**config.mk**
```make
export PLATFORM = sky130hd
export DESIGN_NAME = smau_ctrl
export DESIGN_NICKNAME = d
export VERILOG_FILES = /design/src/hdl/smau_pkg.sv /design/src/hdl/smau_ctrl.sv
export SDC_FILE = /design/constraint.sdc
export NUM_CORES = 1
export LEC_CHECK = 0
export BUFFER_PORTS_ARGS = -buffer_cell sky130_fd_sc_hd__buf_2
export CAP_MARGIN = 20
export CORE_ASPECT_RATIO = 1.4
export CORE_UTILIZATION = 52
export CTS_CLUSTER_DIAMETER = 120
export CTS_CLUSTER_SIZE = 20
export DETAILED_ROUTE_END_ITERATION = 12
export PLACE_DENSITY = 0.81
export SETUP_SLACK_MARGIN = 0.5
export SLEW_MARGIN = 30
export SYNTH_ARGS = -nofsm -noshare
export SYNTH_HDL_FRONTEND = slang
export SYNTH_SLANG_ARGS = --single-unit
```
**constraint.sdc**
```tcl
create_clock -name clk_i -period 2.6 [get_ports clk_i]
set_input_delay 0.26 -clock clk_i [delete_from_list [all_inputs] [get_ports clk_i]]
set_output_delay 0.26 -clock clk_i [all_outputs]
set_load 0.01 [all_outputs]
```
**src/hdl/smau_pkg.sv**
```systemverilog
// ----------------------------------------------------------------------------
// smau_pkg: shared types, constants and helpers
// Widths, request and status codes, controller states, command structs.
// ----------------------------------------------------------------------------
package smau_pkg;

  localparam int MaxDim   = 8;
  localparam int FracBits = 16;
  localparam int IdxW     = $clog2(MaxDim);
  localparam int AddrW    = 2 * IdxW;
  localparam int Depth    = MaxDim * MaxDim;
  localparam int DimW     = 4;
  localparam int ValW     = 32;
  localparam int ProdW    = 2 * ValW;
  localparam int ShW      = ProdW - FracBits;
  localparam int AccW     = ShW + IdxW;
  localparam int DivW     = ValW + FracBits;
  localparam int DivCntW  = $clog2(DivW + 1);
  localparam int CfgIdxW  = 2;

  typedef enum logic [2:0] {
    REQ_LOAD_A, REQ_LOAD_B, REQ_MUL, REQ_ADD, REQ_SUB, REQ_SCALE, REQ_DIV, REQ_TRANS
  } req_e;

  typedef enum logic [1:0] {
    ST_OK, ST_SIZE, ST_DIVZ
  } status_e;

  typedef enum logic [CfgIdxW-1:0] {
    CFG_A_ROWS, CFG_A_COLS, CFG_B_ROWS, CFG_B_COLS
  } cfg_e;

  typedef enum logic [2:0] {
    S_IDLE, S_RD, S_EX, S_ACC, S_DIV, S_FIN, S_OUT, S_ERR
  } state_e;

  typedef struct packed {
    logic             rd;
    logic [AddrW-1:0] rd_a_addr;
    logic [AddrW-1:0] rd_b_addr;
    logic             ex;
    logic             acc_clr;
    logic             acc_en;
    logic             div_step;
    logic             fin;
    logic             out_ld;
    logic             wb;
    logic [IdxW-1:0]  out_row;
    logic [IdxW-1:0]  out_col;
    logic             out_last;
    status_e          out_status;
    req_e             op;
  } dp_cmd_t;

  typedef struct packed {
    logic out_free;
    logic div_done;
  } dp_sts_t;

  // saturate a sign-extended value to the 32-bit range
  function automatic logic signed [ValW-1:0] sat32(input logic signed [63:0] x);
    logic signed [63:0] hi;
    logic signed [63:0] lo;
    hi = 64'sh0000_0000_7FFF_FFFF;
    lo = -64'sh0000_0000_8000_0000;
    if (x > hi) return ValW'(hi);
    if (x < lo) return ValW'(lo);
    return x[ValW-1:0];
  endfunction

  // size register to (clamped size - 1)
  function automatic logic [IdxW-1:0] dim_m1(input logic [DimW-1:0] d);
    if (d == '0) return '0;
    if (d > DimW'(MaxDim)) return IdxW'(MaxDim - 1);
    return IdxW'(d - DimW'(1));
  endfunction

endpackage

```
**src/hdl/smau_ctrl.sv**
```systemverilog
// ----------------------------------------------------------------------------
// smau_ctrl: command sequencer
// Size registers, element/term counters and the state machine driving the
// datapath.
// ----------------------------------------------------------------------------
module smau_ctrl (
  input  logic                              clk_i,
  input  logic                              rst_ni,
  input  logic                              cfg_we_i,
  input  logic [smau_pkg::CfgIdxW-1:0]      cfg_idx_i,
  input  logic [smau_pkg::DimW-1:0]         cfg_wdata_i,
  input  logic                              in_valid_i,
  output logic                              in_ready_o,
  input  smau_pkg::req_e                    in_req_i,
  input  logic [smau_pkg::ValW-1:0]         in_value_i,
  output smau_pkg::dp_cmd_t                 cmd_o,
  input  smau_pkg::dp_sts_t                 sts_i
);

  smau_pkg::state_e state_q, state_d;
  logic [smau_pkg::DimW-1:0] a_rows_q, a_cols_q, b_rows_q, b_cols_q;
  logic [smau_pkg::IdxW-1:0] i_q, i_d, j_q, j_d, k_q, k_d;
  smau_pkg::req_e            op_q, op_d;
  smau_pkg::status_e         err_q, err_d;

  logic [smau_pkg::IdxW-1:0] ar_m1, ac_m1, br_m1, bc_m1;
  logic [smau_pkg::IdxW-1:0] rows_m1, cols_m1;
  logic                      fire, compute, bad_size, is_last, wb_op;

  assign ar_m1 = smau_pkg::dim_m1(a_rows_q);
  assign ac_m1 = smau_pkg::dim_m1(a_cols_q);
  assign br_m1 = smau_pkg::dim_m1(b_rows_q);
  assign bc_m1 = smau_pkg::dim_m1(b_cols_q);

  assign in_ready_o = (state_q == smau_pkg::S_IDLE);
  assign fire       = in_valid_i && in_ready_o;
  assign compute    = (in_req_i != smau_pkg::REQ_LOAD_A) && (in_req_i != smau_pkg::REQ_LOAD_B);

  always_comb begin
    unique case (in_req_i)
      smau_pkg::REQ_MUL:                 bad_size = (ac_m1 != br_m1);
      smau_pkg::REQ_ADD, smau_pkg::REQ_SUB: bad_size = (ar_m1 != br_m1) || (ac_m1 != bc_m1);
      default:                           bad_size = 1'b0;
    endcase
  end

  // result shape
  always_comb begin
    unique case (op_q)
      smau_pkg::REQ_MUL:   begin rows_m1 = ar_m1; cols_m1 = bc_m1; end
      smau_pkg::REQ_TRANS: begin rows_m1 = ac_m1; cols_m1 = ar_m1; end
      default:             begin rows_m1 = ar_m1; cols_m1 = ac_m1; end
    endcase
  end

  assign is_last = (i_q == rows_m1) && (j_q == cols_m1);
  assign wb_op   = (op_q == smau_pkg::REQ_ADD) || (op_q == smau_pkg::REQ_SUB) ||
                   (op_q == smau_pkg::REQ_SCALE) || (op_q == smau_pkg::REQ_DIV);

  // next state and counters
  always_comb begin
    state_d = state_q;
    i_d = i_q; j_d = j_q; k_d = k_q;
    op_d = op_q; err_d = err_q;
    unique case (state_q)
      smau_pkg::S_IDLE: begin
        if (fire && compute) begin
          op_d = in_req_i;
          i_d = '0; j_d = '0; k_d = '0;
          if (bad_size) begin
            err_d = smau_pkg::ST_SIZE;
            state_d = smau_pkg::S_ERR;
          end else if (in_req_i == smau_pkg::REQ_DIV && in_value_i == '0) begin
            err_d = smau_pkg::ST_DIVZ;
            state_d = smau_pkg::S_ERR;
          end else begin
            state_d = smau_pkg::S_RD;
          end
        end
      end
      smau_pkg::S_RD: state_d = smau_pkg::S_EX;
      smau_pkg::S_EX: begin
        unique case (op_q)
          smau_pkg::REQ_MUL:   state_d = smau_pkg::S_ACC;
          smau_pkg::REQ_DIV:   state_d = smau_pkg::S_DIV;
          smau_pkg::REQ_SCALE: state_d = smau_pkg::S_FIN;
          default:             state_d = smau_pkg::S_OUT;
        endcase
      end
      smau_pkg::S_ACC: begin
        if (k_q == ac_m1) begin
          k_d = '0;
          state_d = smau_pkg::S_FIN;
        end else begin
          k_d = k_q + 1'b1;
          state_d = smau_pkg::S_RD;
        end
      end
      smau_pkg::S_DIV: if (sts_i.div_done) state_d = smau_pkg::S_FIN;
      smau_pkg::S_FIN: state_d = smau_pkg::S_OUT;
      smau_pkg::S_OUT: begin
        if (sts_i.out_free) begin
          if (is_last) begin
            state_d = smau_pkg::S_IDLE;
          end else begin
            state_d = smau_pkg::S_RD;
            if (j_q == cols_m1) begin
              j_d = '0;
              i_d = i_q + 1'b1;
            end else begin
              j_d = j_q + 1'b1;
            end
          end
        end
      end
      smau_pkg::S_ERR: if (sts_i.out_free) state_d = smau_pkg::S_IDLE;
      default: state_d = smau_pkg::S_IDLE;
    endcase
  end

  // datapath commands
  always_comb begin
    cmd_o = '0;
    cmd_o.op = op_q;
    cmd_o.out_row = i_q;
    cmd_o.out_col = j_q;
    cmd_o.out_last = is_last;
    cmd_o.out_status = smau_pkg::ST_OK;
    unique case (op_q)
      smau_pkg::REQ_MUL: begin
        cmd_o.rd_a_addr = {i_q, k_q};
        cmd_o.rd_b_addr = {k_q, j_q};
      end
      smau_pkg::REQ_TRANS: begin
        cmd_o.rd_a_addr = {j_q, i_q};
        cmd_o.rd_b_addr = {i_q, j_q};
      end
      default: begin
        cmd_o.rd_a_addr = {i_q, j_q};
        cmd_o.rd_b_addr = {i_q, j_q};
      end
    endcase
    unique case (state_q)
      smau_pkg::S_IDLE: cmd_o.acc_clr = 1'b1;
      smau_pkg::S_RD:   cmd_o.rd = 1'b1;
      smau_pkg::S_EX:   cmd_o.ex = 1'b1;
      smau_pkg::S_ACC:  cmd_o.acc_en = 1'b1;
      smau_pkg::S_DIV:  cmd_o.div_step = !sts_i.div_done;
      smau_pkg::S_FIN:  cmd_o.fin = 1'b1;
      smau_pkg::S_OUT: begin
        cmd_o.out_ld = sts_i.out_free;
        cmd_o.wb     = sts_i.out_free && wb_op;
      end
      smau_pkg::S_ERR: begin
        cmd_o.out_ld     = sts_i.out_free;
        cmd_o.out_row    = '0;
        cmd_o.out_col    = '0;
        cmd_o.out_last   = 1'b1;
        cmd_o.out_status = err_q;
      end
      default: ;
    endcase
  end

  always_ff @(posedge clk_i or negedge rst_ni) begin
    if (!rst_ni) begin
      state_q  <= smau_pkg::S_IDLE;
      a_rows_q <= smau_pkg::DimW'(1);
      a_cols_q <= smau_pkg::DimW'(1);
      b_rows_q <= smau_pkg::DimW'(1);
      b_cols_q <= smau_pkg::DimW'(1);
      i_q <= '0; j_q <= '0; k_q <= '0;
      op_q  <= smau_pkg::REQ_LOAD_A;
      err_q <= smau_pkg::ST_OK;
    end else begin
      state_q <= state_d;
      i_q <= i_d; j_q <= j_d; k_q <= k_d;
      op_q  <= op_d;
      err_q <= err_d;
      if (cfg_we_i) begin
        unique case (smau_pkg::cfg_e'(cfg_idx_i))
          smau_pkg::CFG_A_ROWS: a_rows_q <= cfg_wdata_i;
          smau_pkg::CFG_A_COLS: a_cols_q <= cfg_wdata_i;
          smau_pkg::CFG_B_ROWS: b_rows_q <= cfg_wdata_i;
          smau_pkg::CFG_B_COLS: b_cols_q <= cfg_wdata_i;
          default: ;
        endcase
      end
    end
  end

  assert property (@(posedge clk_i) disable iff (!rst_ni)
    state_q == smau_pkg::S_ACC |-> k_q <= ac_m1)
    else $error("term counter past inner size");
  assert property (@(posedge clk_i) disable iff (!rst_ni)
    state_q == smau_pkg::S_OUT |-> i_q <= rows_m1 && j_q <= cols_m1)
    else $error("element counter outside result shape");
  assert property (@(posedge clk_i) disable iff (!rst_ni)
    state_q == smau_pkg::S_ERR |-> err_q != smau_pkg::ST_OK)
    else $error("error transfer without error code");

endmodule

```
Word-level counts from Yosys, hierarchy flattened
Cells that the tools add are included.
- add/subtract/negate cells: 7
- magnitude comparators: 4
- equal/unequal tests: 33
- mux-type cells: 64
- reduce and logical (&&, ||, !) cells: 34
- operators by type and width (kind ; number):
    3-bit two-way mux ; 32
    32-bit zero test ; 1
    3-bit == test (second input constant) ; 10
    12-bit one-hot mux with 2 select lines ; 1
    3-bit one-hot mux with 2 select lines ; 4
    3-bit one-hot mux with 8 select lines ; 1
    1-bit two-way mux ; 21
    3-bit by 2-bit == test with 1-bit output (second input constant) ; 6
    4-bit greater-than comparator (second input constant) ; 4
    4-bit zero test ; 4
    2-bit AND reduction ; 6
    3-bit by 1-bit subtractor with 3-bit output (second input constant) ; 4
    2-bit inequality test (second input constant) ; 5
    3-bit by 1-bit adder with 3-bit output (second input constant) ; 3
    3-bit == test ; 3
    9-bit two-way mux ; 1
    3-bit inequality test ; 3
    3-bit one-hot mux with 3 select lines ; 1
    4-bit AND reduction ; 2
    1-bit logical AND ; 6
    2-bit nonzero test ; 3
    5-bit AND reduction ; 1
    2-bit == test (second input constant) ; 2
    1-bit logical OR ; 4
    other kinds (12) ; 14
- flip-flop bits (word level): 33
- bits of input ports: 47
- output and inout port bits: 33
- word-level logic and storage cells: 152

Logic depth before layout (Yosys ltp)
Gate-level depths: netlist of run 1.
- depth after elaboration: 11
- mapped depth: 9
- depth with buffers taken out: 9

Least setup slack after synthesis of run 1
Ideal clock, no wire load.
- kind: reg2out
- start: register a_cols_q[0] (netlist name)
- end: output cmd_o[5] (netlist name)
- arrival: 2.101 ns
- required time: 2.340 ns
- path slack: 0.239 ns
- stages on the path, launching flop included: 9
- buffers on the path: 0
- cells stage by stage: dfstp_2 > inv_1 > ha_1 > inv_1 > maj3_1 > mux2i_1 > xor2_1 > nand3_1 > o21ai_0
- RTL lines (what ; RTL line ; RTL):
    from (decl) ; smau_ctrl.sv:21 ; logic [smau_pkg::DimW-1:0] a_rows_q, a_cols_q, b_rows_q, b_cols_q;
    from (signal assigned) ; smau_ctrl.sv:169 ; a_cols_q <= smau_pkg::DimW'(1);
    from (signal assigned) ; smau_ctrl.sv:183 ; smau_pkg::CFG_A_COLS: a_cols_q <= cfg_wdata_i;
    to (decl) ; smau_ctrl.sv:16 ; output smau_pkg::dp_cmd_t cmd_o,

==> flow_summary.ini, run 1 <==
[status]
run_status = finished with violations
failing_checks = setup timing

[synthesis]
postSynthRegisterBits = 33
synth_nets = 331
synth.area.top_cells = sky130_fd_sc_hd__dfrtp_1, sky130_fd_sc_hd__mux2_2, sky130_fd_sc_hd__nand2_1
postSynthCellCount = 277
mappedNetlistArea_sq_mm = 0.00251
synth.top_cell.area_share = 0.289
synth_async_sr_flop_share = 1.00
synth.yosys.seq_area_share = 0.331
synth_enable_flop_cells = 0
synth.avg_cell_area_sq_um = 9.06
yosys_warning_count = 0
netlist_top_cells_count = sky130_fd_sc_hd__nand2_1, sky130_fd_sc_hd__dfrtp_1, sky130_fd_sc_hd__inv_1, sky130_fd_sc_hd__mux2_2, sky130_fd_sc_hd__nor2_1
synth_cell_type_count = 58
yosysMostFrequentCell = sky130_fd_sc_hd__nand2_1
synth.largest_area_cell = sky130_fd_sc_hd__dfrtp_1
ys.flop_type = sky130_fd_sc_hd__dfrtp_1

[global_routing]
grt_overflow_total = 0
global_route_wire_length_before_repair_um = 10700
antenna_violations_before_repair = 0
maximum_number_of_pins_on_one_net_before_global_route_repair = 34
first_global_vias = 2456
groute.usage.overall = 0.276

[timing]
max_slew.worst_pin.slew_ps = 709
timing.final.setup_violations = 1
totalNegativeSetupSlack_ps = -45.1
finalClockSkew_ps = 4.61
rsz0062_at_grt = true
fmax_ghz = 0.378
final_cycle_utilization_of_the_critical_path = 1.02
finalHoldViolCount = 0
fin_crit_ps = 2650
max_slew_margin = 0.527
report.final.slew_viol_count = 0
post-route-worst-setup-slack_ps = -45.1

[power]
power.share.clock = 0.124
max-vdd-ir-drop_v = 0.000532
swShare = 0.452
powerDensity_mw_per_mm2 = 934
p_switching_mw = 1.42
power.sequential.fraction = 0.293
cellInternalPower_mw = 1.73
comb_power_share = 0.583
static-leakage-power_nw = 1.56

[clock_network]
postCtsHoldBufs = 0
cts_buffers = 5
clk-insertion-delay-late_ps = 300
cts.sink_count = 33
path_clk_slew_ps = 70
htreeDepth = 2
tritoncts = yes
clockBufferDepth = 2
clock-root-buffer = sky130_fd_sc_hd__clkbuf_8

[floorplan]
ioPinCount = 80
placeable_core_region_sq_mm = 0.00457
die_height_um = 84.2
placement_rows = 29
floorplan.die_area_sq_mm = 0.00511
initial_core_util = 0.549
die_span_in_x_um = 60.7

[route]
final_antenna_net_count = 0
wl_per_cell_um = 15.3
initialDrtViolationCount = 137
post_drt_via_cell_ratio = 5.52
drt-total-wl_um = 6670
drcViolationCount = 0
drt_pass1_iterations = 7
vias = 2411

[layout]
seqCellArea_sq_um = 833
area_growth_synth_to_finish_pct = 34.3
insertedDiodeCount = 0
layout-drive-gt1-share = 0.467
postLayoutCoreUtil = 0.737
area_taken_by_multi_input_logic_gates_sq_mm = 0.00173
fin_area_sq_mm = 0.00337
n_fill_cell = 340
finish.net_count = 428

[hold_path]
hold_path.class = in -> async

[setup_path]
required_arrival_time_at_the_worst_endpoint_ps = 2340
startpoint_type = flip-flop
worstPathArrival_ps = 2390
critPathLaunch = a_rows_q[0]
worst_setup_path_end_kind = output pin
path_class = reg -> out
crit_path_max_fanout = 3
worst_r2r_startpoint = a_rows_q[0]

[placed_design]
gpl.final_weighted_congestion = 0.839
numPortBuffers = 79
placed_standard_cell_area_sq_mm = 0.00302
detailedPlacementHpwl_um = 4710

[flow_run]
cap_violations = 0
[logic make-up after synthesis]
| group | share of synthesized area |
|---|---|
| buffers and inverters | 0.0549 |
| AO/OA/AOI/OAI | 0.153 |
| AND/OR/NAND/NOR | 0.240 |
| multiplexers | 0.0938 |
| flip-flops | 0.331 |
| adder cells (fa/ha/maj) | 0.0549 |
| XOR/XNOR | 0.0723 |
[worst paths after layout]
kind,cells past startpoint,end,slack [ps]
max in group asynchronous,1,op_q[2],2100
worst max register to register,11,j_q[2],40
worst min register to register,1,b_rows_q[1],520
min in group clk_i,3,a_rows_q[1],220
worst max-delay path,9,cmd_o[5],-50
worst min-delay path,1,state_q[0],10
[what timing repair did]
action	CTS	global route
setup buffers	10	4
setup endpoints to repair	18	16
resized for setup	18	11
pin swaps	20	6
cloned	0	0
[placed cells by master (no fill, tap or decap), types with 5 or more instances in the layout]
master,count
sky130_fd_sc_hd__buf_4,17
sky130_fd_sc_hd__nor4_1,7
sky130_fd_sc_hd__and2_1,7
sky130_fd_sc_hd__nand2_1,34
sky130_fd_sc_hd__o21ai_0,9
sky130_fd_sc_hd__nor2_1,13
sky130_fd_sc_hd__nor3_2,5
sky130_fd_sc_hd__xnor2_1,10
sky130_fd_sc_hd__buf_2,79
sky130_fd_sc_hd__a21oi_1,8
sky130_fd_sc_hd__clkbuf_8,5
sky130_fd_sc_hd__nand3_1,8
sky130_fd_sc_hd__xor2_1,6
sky130_fd_sc_hd__inv_1,19
sky130_fd_sc_hd__mux2_2,16
sky130_fd_sc_hd__dfrtp_1,27
[critical path: stages, from the launching register on]
cell and delay [ps]:
sky130_fd_sc_hd__dfstp_2 530, sky130_fd_sc_hd__inv_2 50, sky130_fd_sc_hd__ha_4 240, sky130_fd_sc_hd__inv_1 30, sky130_fd_sc_hd__maj3_2 350, sky130_fd_sc_hd__a2bb2oi_2 200, sky130_fd_sc_hd__a21o_1 250, sky130_fd_sc_hd__nand4_4 140
sky130_fd_sc_hd__o21ai_2 150, sky130_fd_sc_hd__buf_2 140
[state kept, by name (all words and copies together) (netlist names)]
| name | flops |
|---|---|
| j_q | 3 |
| op_q | 3 |
| b_cols_q | 4 |
| state_q | 3 |
| k_q | 3 |
| i_q | 3 |
| b_rows_q | 4 |
| err_q | 2 |
| a_cols_q | 4 |
| a_rows_q | 4 |
[routing by layer]
layer  wire length [um]  track usage  vias up
li1                   -            -     1184
met1               2600        0.297     1149
met2               3690        0.491       62
met3                246       0.0570       16
met4                138        0.136        0
met5                  0            0        -
[power by group through the flow]
stage	clock network (mW)	logic [mW]	registers, mW
3_3_place_gp	0	1.50	0.903
4_1_cts	0.396	1.70	0.908
5_1_grt	0.414	2.01	0.946
3_5_place_dp	0	1.54	0.912
2_1_floorplan	0	1.19	0.828
6_report	0.391	1.83	0.922
[area by class of cell]
type / instances / share of cell area
tap: 62 / 0.0230
sequential: 33 / 0.247
timing repair buffer: 98 / 0.162
clock buffer: 5 / 0.0204
multi-input combinational: 213 / 0.515
inverter: 23 / 0.0256
clock inverter: 3 / 0.00669
[metrics by stage]
stage | worst slack [ps] | power, mW | hold slack [ps] | std cells
floorplan | 426 | 2.02 | -35.6 | 277
global placement | 238 | 2.40 | 358 | 415
detailed placement | 198 | 2.45 | 355 | 415
CTS | 25.0 | 3.01 | 40.9 | 433
global route | -127 | 3.37 | 86.3 | 437
finish | -45.1 | 3.15 | 9.79 | 437
(Power assumes the default switching activity.)
==> run 2: changes to the inputs <==
--- a/config.mk
+++ b/config.mk
@@ -8,11 +8,11 @@
 export BUFFER_PORTS_ARGS = -buffer_cell sky130_fd_sc_hd__buf_2
 export CAP_MARGIN = 20
 export CORE_ASPECT_RATIO = 1.4
-export CORE_UTILIZATION = 52
+export CORE_UTILIZATION = 30
 export CTS_CLUSTER_DIAMETER = 120
 export CTS_CLUSTER_SIZE = 20
 export DETAILED_ROUTE_END_ITERATION = 12
-export PLACE_DENSITY = 0.81
+export PLACE_DENSITY = 0.54
 export SETUP_SLACK_MARGIN = 0.5
 export SLEW_MARGIN = 30
 export SYNTH_ARGS = -nofsm -noshare
==> flow_summary.ini, run 2 (synthesis gave the netlist of run 1 again) <==
[global_routing]
first_global_vias = 2366
maximum_number_of_pins_on_one_net_before_global_route_repair = 34
grt_overflow_total = 0
groute.usage.overall = 0.172
antenna_violations_before_repair = 0
global_route_wire_length_before_repair_um = 11600

[timing]
max_slew.worst_pin.slew_ps = 778
finalHoldViolCount = 0
report.final.slew_viol_count = 0
totalNegativeSetupSlack_ps = 0
finalClockSkew_ps = 1.69
final_cycle_utilization_of_the_critical_path = 0.973
timing.final.setup_violations = 0
fin_crit_ps = 2530
max_slew_margin = 0.481
rsz0062_at_grt = true
fmax_ghz = 0.395

[layout]
layout-drive-gt1-share = 0.468
insertedDiodeCount = 0
mostFrequentLayoutCell = sky130_fd_sc_hd__buf_2
layout.cells.most_common_list = sky130_fd_sc_hd__buf_2, sky130_fd_sc_hd__nand2_1, sky130_fd_sc_hd__dfrtp_1, sky130_fd_sc_hd__inv_1, sky130_fd_sc_hd__mux2_2
n_fill_cell = 820
area_growth_synth_to_finish_pct = 38.8
postLayoutCoreUtil = 0.427
finish.net_count = 428

[setup_path]
critical-path-slowest-cell = sky130_fd_sc_hd__dfstp_2
critPathLaunch = a_rows_q[0]
worstPathArrival_ps = 2270
critical-path-top-cell-by-count = sky130_fd_sc_hd__inv_2
worst_r2r_startpoint = a_rows_q[0]
max_stage_delay_ps = 520
crit_family = adder cells
startpoint_type = flip-flop
path_cells = inv_2, ha_4, inv_2, maj3_2, mux2i_1, xor2_1, nand3_1, o21ai_2, buf_2
regToRegEndpoint = j_q[2]
required_arrival_time_at_the_worst_endpoint_ps = 2340
path_class = reg -> out
crit_path_max_fanout = 3
worst-path-buf-inv = 3
worst_setup_path_end_kind = output pin
reg2reg_slack_ps = 130
crit_end = cmd_o[5]
reg2regPathDepth = 12
worstSetupPathDepth = 9

[flow_run]
cap_violations = 0

[clock_network]
cts_buffers = 5
clk-insertion-delay-late_ps = 280
htreeDepth = 2
cts.sink_count = 33
path_clk_slew_ps = 50
clock-root-buffer = sky130_fd_sc_hd__clkbuf_16
tritoncts = yes
clockBufferDepth = 2
postCtsHoldBufs = 0

[floorplan]
floorplan.die_area_sq_mm = 0.00874
ioPinCount = 80
placement_rows = 39
die_height_um = 110
placeable_core_region_sq_mm = 0.00815
initial_core_util = 0.308
die_span_in_x_um = 79.3

[route]
initialDrtViolationCount = 98
wl_per_cell_um = 15.1
final_antenna_net_count = 0
drcViolationCount = 0
drt-total-wl_um = 7170
drt_pass1_iterations = 4
vias = 2382
post_drt_via_cell_ratio = 5.00

[power]
static-leakage-power_nw = 1.59
total_power_mw = 3.42
max-vdd-ir-drop_v = 0.000440
powerDensity_mw_per_mm2 = 983

[placed_design]
numPortBuffers = 79
detailedPlacementHpwl_um = 5470
gpl.final_weighted_congestion = 0.790

[status]
run_status = finished clean

[hold_path]
hold_path.class = in -> async
==> run 2: metrics by stage <==
stage | cell area [sq um] | worst slack (ps) | hold slack (ps) | cells
finish | 3480 | 70.9 | 64.1 | 476
global route | 3480 | -13.1 | 114 | 476
CTS | 3370 | 70.4 | 91.7 | 473
detailed placement | 3080 | 203 | 387 | 456
global placement | 3080 | 247 | 382 | 456
floorplan | 2560 | 426 | -35.6 | 277
==> run 2: worst min-delay path by stage <==
stage                     startpoint           to  cells after the start
after floorplan               rst_ni  a_cols_q[1]                      0
after global placement        rst_ni  a_rows_q[1]                      1
after detailed placement      rst_ni  a_rows_q[1]                      1
after CTS                     rst_ni  a_rows_q[1]                      1
after global routing          rst_ni  a_rows_q[1]                      1
final                         rst_ni  a_rows_q[1]                      1
==> run 2: layer usage <==
metal | global-route usage | up-vias | part of all wire
met1 | 0.202 | 1133 | 0.42
met2 | 0.317 | 54 | 0.53
li1 | - | 1184 | -
met4 | 0.0597 | 0 | 0.015
met5 | 0 | - | 0
met3 | 0.0255 | 11 | 0.034
==> run 2: area by class of cell <==
type	count	area, sq um	area share
Multi-Input combinational cell	213	1730	0.498
Sequential cell	33	836	0.240
Timing Repair Buffer	98	553	0.159
Clock buffer	7	143	0.0410
Tap cell	102	128	0.0367
Inverter	23	88.8	0.0255
==> run 2: report_power, final <==
group / switching, mW / leakage [nW] / internal [mW]
sequential: 0.275 / 0.396 / 0.667
combinational: 0.958 / 1.13 / 0.942
clock: 0.205 / 0.0700 / 0.375
total: 1.44 / 1.59 / 1.98
==> run 2: repair_timing <==
item | in CTS | in global routing
endpoints found under the hold margin | 0 | 0
setup endpoints to repair | 17 | 16
setup buffers | 10 | 3
gates resized for setup | 17 | 18
pin swaps | 19 | 11
==> run 3: changes to the inputs <==
--- a/config.mk
+++ b/config.mk
@@ -8,11 +8,12 @@
 export BUFFER_PORTS_ARGS = -buffer_cell sky130_fd_sc_hd__buf_2
 export CAP_MARGIN = 20
 export CORE_ASPECT_RATIO = 1.4
-export CORE_UTILIZATION = 30
+export CORE_UTILIZATION = 44
 export CTS_CLUSTER_DIAMETER = 120
 export CTS_CLUSTER_SIZE = 20
 export DETAILED_ROUTE_END_ITERATION = 12
-export PLACE_DENSITY = 0.54
+export GPL_TIMING_DRIVEN = 0
+export PLACE_DENSITY = 0.73
 export SETUP_SLACK_MARGIN = 0.5
 export SLEW_MARGIN = 30
 export SYNTH_ARGS = -nofsm -noshare
==> flow_summary.ini, run 3 (synthesis gave the netlist of run 1 again) <==
[timing]
final_cycle_utilization_of_the_critical_path = 0.999
fmax_ghz = 0.385
totalNegativeSetupSlack_ps = 0
report.final.slew_viol_count = 0
finalHoldViolCount = 0
rsz0062_at_grt = true
fin_crit_ps = 2600
timing.final.setup_violations = 0
max_slew.worst_pin.slew_ps = 778
max_slew_margin = 0.482
finalClockSkew_ps = 7.33

[setup_path]
worst_r2r_startpoint = a_cols_q[0]
required_arrival_time_at_the_worst_endpoint_ps = 2340
worst_setup_path_end_kind = output pin
reg2regPathDepth = 11
regToRegEndpoint = j_q[2]
crit_path_max_fanout = 3
worstPathArrival_ps = 2340
startpoint_type = flip-flop
path_class = reg -> out
reg2reg_slack_ps = 100
crit_end = cmd_o[5]
critPathLaunch = a_cols_q[0]

[clock_network]
tritoncts = yes
clockBufferDepth = 2
clk-insertion-delay-late_ps = 290
clock-root-buffer = sky130_fd_sc_hd__clkbuf_8
path_clk_slew_ps = 70
cts.sink_count = 33
htreeDepth = 2
cts_buffers = 5

[route]
wl_per_cell_um = 15.1
drt-total-wl_um = 6890
drcViolationCount = 0
vias = 2475
post_drt_via_cell_ratio = 5.44
drt_pass1_iterations = 4
initialDrtViolationCount = 154
final_antenna_net_count = 0

[placed_design]
gpl.final_weighted_congestion = 0.811
detailedPlacementHpwl_um = 4890
post_place_cells = 424
placed_standard_cell_area_sq_mm = 0.00304
numPortBuffers = 79

[layout]
stdcell_count = 455
seqCellArea_sq_um = 835
layout.cells.most_common_list = sky130_fd_sc_hd__buf_2, sky130_fd_sc_hd__nand2_1, sky130_fd_sc_hd__dfrtp_1, sky130_fd_sc_hd__inv_1
area_growth_synth_to_finish_pct = 41.0
layout-drive-gt1-share = 0.504
finish.net_count = 440
n_fill_cell = 468
area_taken_by_multi_input_logic_gates_sq_mm = 0.00175
mostFrequentLayoutCell = sky130_fd_sc_hd__buf_2
fin_area_sq_mm = 0.00354
insertedDiodeCount = 0

[global_routing]
use_met1 = 0.259
global_route_wire_length_before_repair_um = 11100
met2_usage = 0.439
antenna_violations_before_repair = 0
grt_overflow_total = 0
global_route.usage.met3 = 0.0327
maximum_number_of_pins_on_one_net_before_global_route_repair = 34
globalRoute.busiestLayer = met2
first_global_vias = 2479
groute.usage.overall = 0.239

[floorplan]
placeable_core_region_sq_mm = 0.00549
die_span_in_x_um = 65.8
floorplan.die_area_sq_mm = 0.00601
die_height_um = 91.3
placement_rows = 32
ioPinCount = 80
initial_core_util = 0.457

[power]
max-vdd-ir-drop_v = 0.000542
static-leakage-power_nw = 1.66
powerDensity_mw_per_mm2 = 980

[hold_path]
hold_path.class = in -> async

[status]
run_status = finished clean

[flow_run]
cap_violations = 0
[run 3: cell count changes in the layout (fill, tap and decap cells not counted), sizes merged]
| cell | delta |
|---|---|
| buf | +8 |
| clkbuf | +4 |
| bufinv | +1 |
[run 3: worst min path at each step]
stage	from	to	cells after the start
global route	rst_ni	a_rows_q[3]	1
floorplan	rst_ni	a_cols_q[1]	0
global placement	rst_ni	a_rows_q[1]	1
CTS	rst_ni	state_q[0]	1
detailed placement	rst_ni	a_rows_q[1]	1
finish	rst_ni	a_rows_q[1]	1
[run 3: report_power, final]
part / switching, mW / leakage, nW / total [mW] / internal, mW
registers: 0.191 / 0.397 / 0.856 / 0.665
clock network: 0.193 / 0.0585 / 0.506 / 0.312
logic: 1.07 / 1.21 / 2.11 / 1.03
total: 1.46 / 1.66 / 3.47 / 2.01
[run 3: area by class of cell]
class / instances / share of cell area
Buffer: 8 / 0.0163
Clock buffer: 7 / 0.0244
Clock inverter: 1 / 0.00849
Inverter: 23 / 0.0244
Multi-Input combinational cell: 213 / 0.495
Sequential cell: 33 / 0.236
Tap cell: 68 / 0.0241
Timing Repair Buffer: 102 / 0.172
[run 3: layer usage]
metal	vias to the layer above	part of all wire
li1	1209	-
met1	1178	0.38
met2	69	0.56
met3	19	0.033
met4	0	0.031
met5	-	0
[run 3: critical path, cell delays in order (launching register included)]
cell and delay, ps:
sky130_fd_sc_hd__dfstp_2 540, sky130_fd_sc_hd__inv_2 50, sky130_fd_sc_hd__ha_4 260, sky130_fd_sc_hd__inv_2 30
sky130_fd_sc_hd__maj3_2 320, sky130_fd_sc_hd__mux2i_1 200, sky130_fd_sc_hd__xor2_1 230, sky130_fd_sc_hd__nand3_1 140
sky130_fd_sc_hd__o21ai_2 150, sky130_fd_sc_hd__buf_2 140
[run 3: repair_timing]
action | in CTS | in global routing
gates resized for setup | 29 | 21
setup buffers | 13 | 10
setup endpoints to repair | 18 | 25
pin swaps | 24 | 15
hold buffers | 0 | 0
[run 3: metrics by stage]
stage	hold slack, ps	power, mW	utilization	setup slack (ps)
floorplan	-35.6	2.02	-	426
global placement	377	2.42	0.554	230
detailed placement	387	2.47	0.554	208
CTS	77.9	3.24	0.616	68.5
global route	116	3.70	0.645	-129
finish	44.5	3.47	0.645	2.32
